File: config.mk
export PLATFORM = sky130hd
export DESIGN_NAME = double_ended_queue_core
export DESIGN_NICKNAME = d
export VERILOG_FILES = /design/src/dqc_pkg.sv /design/src/dqc_ram.sv /design/src/double_ended_queue_core.sv
export SDC_FILE = /design/constraint.sdc
export NUM_CORES = 1
export LEC_CHECK = 0
export BUFFER_PORTS_ARGS = -buffer_cell sky130_fd_sc_hd__buf_2
export CAP_MARGIN = 20
export CELL_PAD_IN_SITES_DETAIL_PLACEMENT = 1
export CELL_PAD_IN_SITES_GLOBAL_PLACEMENT = 1
export CORE_UTILIZATION = 55
export DETAILED_ROUTE_END_ITERATION = 8
export HOLD_SLACK_MARGIN = 0.03
export PLACE_DENSITY = 0.87
export SLEW_MARGIN = 20
export SYNTH_ARGS = -nofsm -noshare
export SYNTH_HDL_FRONTEND = slang
export SYNTH_SLANG_ARGS = --single-unit
export TNS_END_PERCENT = 5
File: constraint.sdc
create_clock -name clk -period 7.66 [get_ports clk]
set_clock_uncertainty 0.05 [all_clocks]
set_input_delay 1.532 -clock clk [delete_from_list [all_inputs] [get_ports clk]]
set_output_delay 1.532 -clock clk [all_outputs]
set_load 0.03 [all_outputs]
File: src/dqc_pkg.sv
// ----------------------------------------------------------------------------
// dqc_pkg
// Shared sizes, codes and types for the double-ended queue core.
// ----------------------------------------------------------------------------
package dqc_pkg;

  localparam int DEPTH = 16;
  localparam int IDX_W = (DEPTH > 1) ? $clog2(DEPTH) : 1;
  localparam int CNT_W = $clog2(DEPTH + 1);

  localparam int ACT_W = 3;
  localparam int VAL_W = 8;
  localparam int ST_W  = 2;
  localparam int OCC_W = 5;

  localparam int IN_W  = 16;
  localparam int OUT_W = 16;

  typedef enum logic [ACT_W-1:0] {
    ACT_PUSH_FRONT = 3'd0,
    ACT_PUSH_REAR  = 3'd1,
    ACT_POP_FRONT  = 3'd2,
    ACT_POP_REAR   = 3'd3,
    ACT_PEEK_FRONT = 3'd4,
    ACT_PEEK_REAR  = 3'd5
  } action_t;

  typedef enum logic [ST_W-1:0] {
    STAT_OK    = 2'd0,
    STAT_EMPTY = 2'd1,
    STAT_FULL  = 2'd2
  } status_t;

  typedef enum logic {
    FSM_IDLE = 1'b0,
    FSM_RESP = 1'b1
  } fsm_t;

endpackage

File: src/dqc_ram.sv
// ----------------------------------------------------------------------------
// dqc_ram
// Simple dual-port slot store: one write port, one read port, registered read.
// ----------------------------------------------------------------------------
module dqc_ram #(
  parameter int ENTRIES = 16,
  parameter int AW      = 4,
  parameter int DW      = 8
) (
  input  logic          clk,
  input  logic          we,
  input  logic [AW-1:0] waddr,
  input  logic [DW-1:0] wdata,
  input  logic          re,
  input  logic [AW-1:0] raddr,
  output logic [DW-1:0] rdata
);

  logic [DW-1:0] mem [ENTRIES];

  always_ff @(posedge clk) begin
    if (we) begin
      mem[waddr] <= wdata;
    end
  end

  always_ff @(posedge clk) begin
    if (re) begin
      rdata <= mem[raddr];
    end
  end

endmodule

File: src/double_ended_queue_core.sv
// ----------------------------------------------------------------------------
// double_ended_queue_core
// Bounded double-ended byte queue kept in a ring store with head and count.
// ----------------------------------------------------------------------------
// Input item (in_tdata): action (push/pop/peek at front or rear) and a byte.
// Result item (out_tdata): the byte popped or peeked, a status code and the
// occupancy after the request; exactly one result per input item.
// Head, count and the slot write are updated at the edge the item is taken;
// the slot read is issued at that same edge into the registered store output,
// the result register loads once the result side is free. With the result
// side taking every item, one item is accepted per cycle; the single pending
// result stage between store and result register sets that figure.
// A push into a full queue is refused with status full, a pop or peek of an
// empty queue returns zero with status empty, unused actions do nothing.
// Reset empties the queue (head and count to zero); slot contents are left.
// While the receiver stalls the result is held, one further item may be
// taken and its read held in the store output, then in_tready drops.
// ----------------------------------------------------------------------------
module double_ended_queue_core (
  input  logic                      clk,
  input  logic                      rst_n,
  input  logic                      in_tvalid,
  output logic                      in_tready,
  input  logic [dqc_pkg::IN_W-1:0]  in_tdata,   // action[2:0], push_value[10:3]
  output logic                      out_tvalid,
  input  logic                      out_tready,
  output logic [dqc_pkg::OUT_W-1:0] out_tdata   // read_value[7:0], status[9:8],
                                                // occupancy[14:10]
);

  logic [dqc_pkg::ACT_W-1:0] action;
  logic [dqc_pkg::VAL_W-1:0] push_value;

  dqc_pkg::fsm_t             state_r, state_nxt;
  logic [dqc_pkg::IDX_W-1:0] head_r, head_nxt;
  logic [dqc_pkg::CNT_W-1:0] cnt_r, cnt_nxt;
  logic                      use_rd_r, use_rd_nxt;
  logic [dqc_pkg::ST_W-1:0]  st_r, st_nxt;
  logic [dqc_pkg::CNT_W-1:0] occ_r;
  logic                      out_valid_r;
  logic [dqc_pkg::OUT_W-1:0] out_data_r, out_data_nxt;

  logic                      in_acc, out_free, out_load;
  logic                      full, empty;
  logic [dqc_pkg::IDX_W-1:0] head_dec, head_inc, rear_idx, tail_idx;
  logic [dqc_pkg::IDX_W:0]   sum_rear, sum_tail;
  logic                      we, re;
  logic [dqc_pkg::IDX_W-1:0] waddr, raddr;
  logic [dqc_pkg::VAL_W-1:0] rdata;

  assign action     = in_tdata[dqc_pkg::ACT_W-1:0];
  assign push_value = in_tdata[dqc_pkg::ACT_W +: dqc_pkg::VAL_W];

  assign out_free  = !out_valid_r || out_tready;
  assign in_tready = (state_r == dqc_pkg::FSM_IDLE) || out_free;
  assign in_acc    = in_tvalid && in_tready;
  assign out_load  = (state_r == dqc_pkg::FSM_RESP) && out_free;

  assign full  = (cnt_r == dqc_pkg::CNT_W'(dqc_pkg::DEPTH));
  assign empty = (cnt_r == '0);

  // ring index arithmetic, sums stay below twice the depth
  assign head_dec = (head_r == '0) ? dqc_pkg::IDX_W'(dqc_pkg::DEPTH - 1)
                                   : head_r - 1'b1;
  assign head_inc = (head_r == dqc_pkg::IDX_W'(dqc_pkg::DEPTH - 1)) ? '0
                                   : head_r + 1'b1;
  assign sum_tail = {1'b0, head_r} + (dqc_pkg::IDX_W+1)'(cnt_r);
  assign sum_rear = sum_tail - 1'b1;
  assign tail_idx = (sum_tail >= (dqc_pkg::IDX_W+1)'(dqc_pkg::DEPTH))
                  ? dqc_pkg::IDX_W'(sum_tail - (dqc_pkg::IDX_W+1)'(dqc_pkg::DEPTH))
                  : dqc_pkg::IDX_W'(sum_tail);
  assign rear_idx = (sum_rear >= (dqc_pkg::IDX_W+1)'(dqc_pkg::DEPTH))
                  ? dqc_pkg::IDX_W'(sum_rear - (dqc_pkg::IDX_W+1)'(dqc_pkg::DEPTH))
                  : dqc_pkg::IDX_W'(sum_rear);

  always_comb begin
    head_nxt   = head_r;
    cnt_nxt    = cnt_r;
    use_rd_nxt = use_rd_r;
    st_nxt     = st_r;
    we         = 1'b0;
    re         = 1'b0;
    waddr      = tail_idx;
    raddr      = head_r;
    if (in_acc) begin
      use_rd_nxt = 1'b0;
      st_nxt     = dqc_pkg::STAT_OK;
      case (action)
        dqc_pkg::ACT_PUSH_FRONT: begin
          if (full) begin
            st_nxt = dqc_pkg::STAT_FULL;
          end else begin
            we       = 1'b1;
            waddr    = head_dec;
            head_nxt = head_dec;
            cnt_nxt  = cnt_r + 1'b1;
          end
        end
        dqc_pkg::ACT_PUSH_REAR: begin
          if (full) begin
            st_nxt = dqc_pkg::STAT_FULL;
          end else begin
            we      = 1'b1;
            waddr   = tail_idx;
            cnt_nxt = cnt_r + 1'b1;
          end
        end
        dqc_pkg::ACT_POP_FRONT, dqc_pkg::ACT_PEEK_FRONT: begin
          if (empty) begin
            st_nxt = dqc_pkg::STAT_EMPTY;
          end else begin
            re         = 1'b1;
            raddr      = head_r;
            use_rd_nxt = 1'b1;
            if (action == dqc_pkg::ACT_POP_FRONT) begin
              head_nxt = head_inc;
              cnt_nxt  = cnt_r - 1'b1;
            end
          end
        end
        dqc_pkg::ACT_POP_REAR, dqc_pkg::ACT_PEEK_REAR: begin
          if (empty) begin
            st_nxt = dqc_pkg::STAT_EMPTY;
          end else begin
            re         = 1'b1;
            raddr      = rear_idx;
            use_rd_nxt = 1'b1;
            if (action == dqc_pkg::ACT_POP_REAR) begin
              cnt_nxt = cnt_r - 1'b1;
            end
          end
        end
        default: begin
        end
      endcase
    end
  end

  always_comb begin
    state_nxt = state_r;
    case (state_r)
      dqc_pkg::FSM_IDLE: begin
        if (in_acc) begin
          state_nxt = dqc_pkg::FSM_RESP;
        end
      end
      dqc_pkg::FSM_RESP: begin
        if (out_free && !in_acc) begin
          state_nxt = dqc_pkg::FSM_IDLE;
        end
      end
      default: begin
        state_nxt = dqc_pkg::FSM_IDLE;
      end
    endcase
  end

  always_comb begin
    out_data_nxt = out_data_r;
    if (out_load) begin
      out_data_nxt = {1'b0, dqc_pkg::OCC_W'(occ_r), st_r,
                      use_rd_r ? rdata : dqc_pkg::VAL_W'(0)};
    end
  end

  always_ff @(posedge clk) begin
    if (!rst_n) begin
      state_r     <= dqc_pkg::FSM_IDLE;
      head_r      <= '0;
      cnt_r       <= '0;
      out_valid_r <= 1'b0;
    end else begin
      state_r <= state_nxt;
      head_r  <= head_nxt;
      cnt_r   <= cnt_nxt;
      if (out_load) begin
        out_valid_r <= 1'b1;
      end else if (out_tready) begin
        out_valid_r <= 1'b0;
      end
    end
  end

  always_ff @(posedge clk) begin
    use_rd_r   <= use_rd_nxt;
    st_r       <= st_nxt;
    out_data_r <= out_data_nxt;
    if (in_acc) begin
      occ_r <= cnt_nxt;
    end
  end

  dqc_ram #(
    .ENTRIES (dqc_pkg::DEPTH),
    .AW      (dqc_pkg::IDX_W),
    .DW      (dqc_pkg::VAL_W)
  ) u_ram (
    .clk   (clk),
    .we    (we),
    .waddr (waddr),
    .wdata (push_value),
    .re    (re),
    .raddr (raddr),
    .rdata (rdata)
  );

  assign out_tvalid = out_valid_r;
  assign out_tdata  = out_data_r;

endmodule
==> flow_summary.toml <==
[clocking]
cts_hold_buffers = 0
post-cts-setup-buffer-count = 0
cts_buffers = 17
cts.htree.levels = 4
cts_root_buf = "clkbuf_16"
insertion_delay_ns = 0.44
tritoncts = "done"
cts_buffer_depth = 2
path_clk_slew_ns = 0.07
cts_resized = 0
cts_sinks = 170

[worst_setup_path]
cpPeakStageDelay_ns = 0.90
cp_top_family = "multiplexers"
critPathRequiredTime_ns = 7.91
worst_path_max_delay_cell = "mux2i_1"
critPathCaptureType = "flop"
rrSetupSlack_ns = 3.19
cp_cell_sequence = "buf_2, xnor2_1, nor4_4, buf_4, mux2i_1, a221oi_1, nor4_1, mux2_2"
cp.arrival_ns = 5.06
worst-path-buf-inv = 2
start_kind = "input pin"
cp_max_fo = 98
crit_type = "in2reg"

[detailed_routing]
detail_route.first_pass.iterations = 8
drt-initial-drc-count = 773
drc_errors = 4
antenna_left = 0
vias = 6198
via_per_inst = 7.00
routed_wl_um = 24900
wire_per_inst_um = 28.2

[layout]
layout_common_cells = "edfxtp_1, nor2_1, a211oi_1, a21oi_1, mux2_2"
final_common_cell = "edfxtp_1"
area_growth_pct = 10.1
antenna_cells = 0
fin_cells = 886
finalInstanceArea_um2 = 9200
final_core_util_pct = 62.6
nets = 718
drive_above_1_share_pct = 17.0

[sta]
rsz0062_at_grt = "no"
tightest_slew_ns = 1.07
fin_crit_ns = 4.80
setup_viol = 0
tns_ns = 0
hold_viol_final = 0
fin_ws_ns = 2.86
drv_slew = 0
relSlewSlack_pct = 28.2
period_share_pct = 62.7
fmaxAchievable_mhz = 208

[placement]
hpwlAfterDp_um = 14600
dp_slack_ns = 2.66
dp_cells = 854
portBuffers = 31
placed_area_um2 = 8580
globalplace.congestion = 0.889

[grt]
grt-ovfl-total = 0
grt_max_degree = 99
grt_pass1_vias = 6451
track_usage_pct = 32.8
grt_pass1_wl_um = 38200
antenna_found_initial = 0

[run_status]
status = "finished with violations"
violations = "design-rule violations"

[synth]
synthArstFlopShare_pct = 0
yosys_warnings = 0
netlist_top_cells_area = "edfxtp_1, mux2_2, a211oi_1"
syn-cell-area_um2 = 8360
synth_fp_nets = 708
ys_types = 57
synth_edf_count = 159
yosysTopAreaCell = "edfxtp_1"
synth.avg_cell_area_um2 = 12.3
synth_top_cell_area_share_pct = 57.1
seq_area_frac_synth_pct = 59.7
synth_ff_type = "edfxtp_1"
ys_ff_latch = 170
syn_inst = 679

[pwr]
cellPowerDensity_nw_per_um2 = 247
p_leak_nw = 3.11
peakVddDrop_v = 0.000231

[die]
fp-row-count = 44
initial_core_util_pct = 56.9
fp.dieH_um = 125
io_pins = 38
die_w_um = 125
core-area_um2 = 14700
design.die.area_um2 = 15700

[hold_path]
hold_class = "reg2reg"

[flow_run]
cap_violations = 0
==> logic make-up after synthesis <==
kind of cell    after synthesis  share of synthesized area (%)
flops                       170                           59.7
xor+xnor                     11                           1.66
buf+inv                      68                           3.65
fa+ha+maj                     9                           1.44
other cells                   1                         0.0448
mux                          65                           8.32
compound gates              182                           15.1
simple gates                173                           10.1
==> final cells by class <==
type                       instances  area (µm²)
inverter                          20        75.1
clock buffer                      18         439
tap                              184         230
fill                            1428        5500
sequential                       170        4990
timing repair buffer              39         215
multi-input combinational        441        3060
clock inverter                    14         186
==> power by group <==
group          leakage, nW  switching, mW  internal (mW)
combinational         1.27          0.212         0.0961
sequential            1.54        0.00827           1.03
clock                0.305          0.388          0.530
==> final timing paths <==
check,startpoint,end,depth (start not counted)
hold / removal,occ_r[2],out_tdata[12],0
setup / recovery,in_tdata[1],u_ram.rdata[2],8
hold reg to reg,occ_r[2],out_tdata[12],0
setup reg to reg,head_r[0],u_ram.rdata[3],11
==> state kept, by name, summed over array words and instances (netlist names) <==
register     count
head_r           4
u_ram.mem      128
cnt_r            5
occ_r            5
out_tdata       15
u_ram.rdata      8
state_r          1
st_r             2
out_tvalid       1
use_rd_r         1
==> per-stage QoR <==
| stage | total power, mW | hold WS [ns] |
|---|---|---|
| after floorplan | 1.27 | 0.350 |
| after global placement | 1.33 | 0.352 |
| after detailed placement | 1.35 | 0.355 |
| after CTS | 2.26 | 0.371 |
| after global routing | 2.31 | 0.377 |
| final | 2.27 | 0.369 |
==> cells in the mapped netlist (11+ instances only) <==
master and count:
a211o_1 14, a211oi_1 43, a21boi_0 12, a21oi_1 43
and2_1 13, clkbuf_1 29, dfxtp_1 11, edfxtp_1 159
inv_1 19, mux2_2 36, mux2i_1 29, nand2_1 34
nand3_1 18, nor2_1 56, nor3_1 21, o22ai_1 24
==> routing by layer <==
| layer | global-route usage (%) | wire length [µm] | vias to the layer above |
|---|---|---|---|
| met5 | 0 | 0 | - |
| met4 | 14.1 | 854 | 0 |
| met3 | 6.25 | 1920 | 61 |
| met2 | 56.6 | 12600 | 371 |
| met1 | 40.6 | 9610 | 3136 |
| li1 | - | - | 2630 |
==> worst reg2reg max path, stage by stage, from the launching register on <==
cell      delay (ns)
dfxtp_1         0.32
buf_4           0.43
ha_1            0.25
buf_4           0.44
inv_1           0.17
ha_1            0.24
xor3_2          0.81
nand2b_1        0.13
mux2_2          0.43
a211oi_1        0.45
nor4_1          0.18
mux2_2          0.31
(Power assumes the default switching activity.)
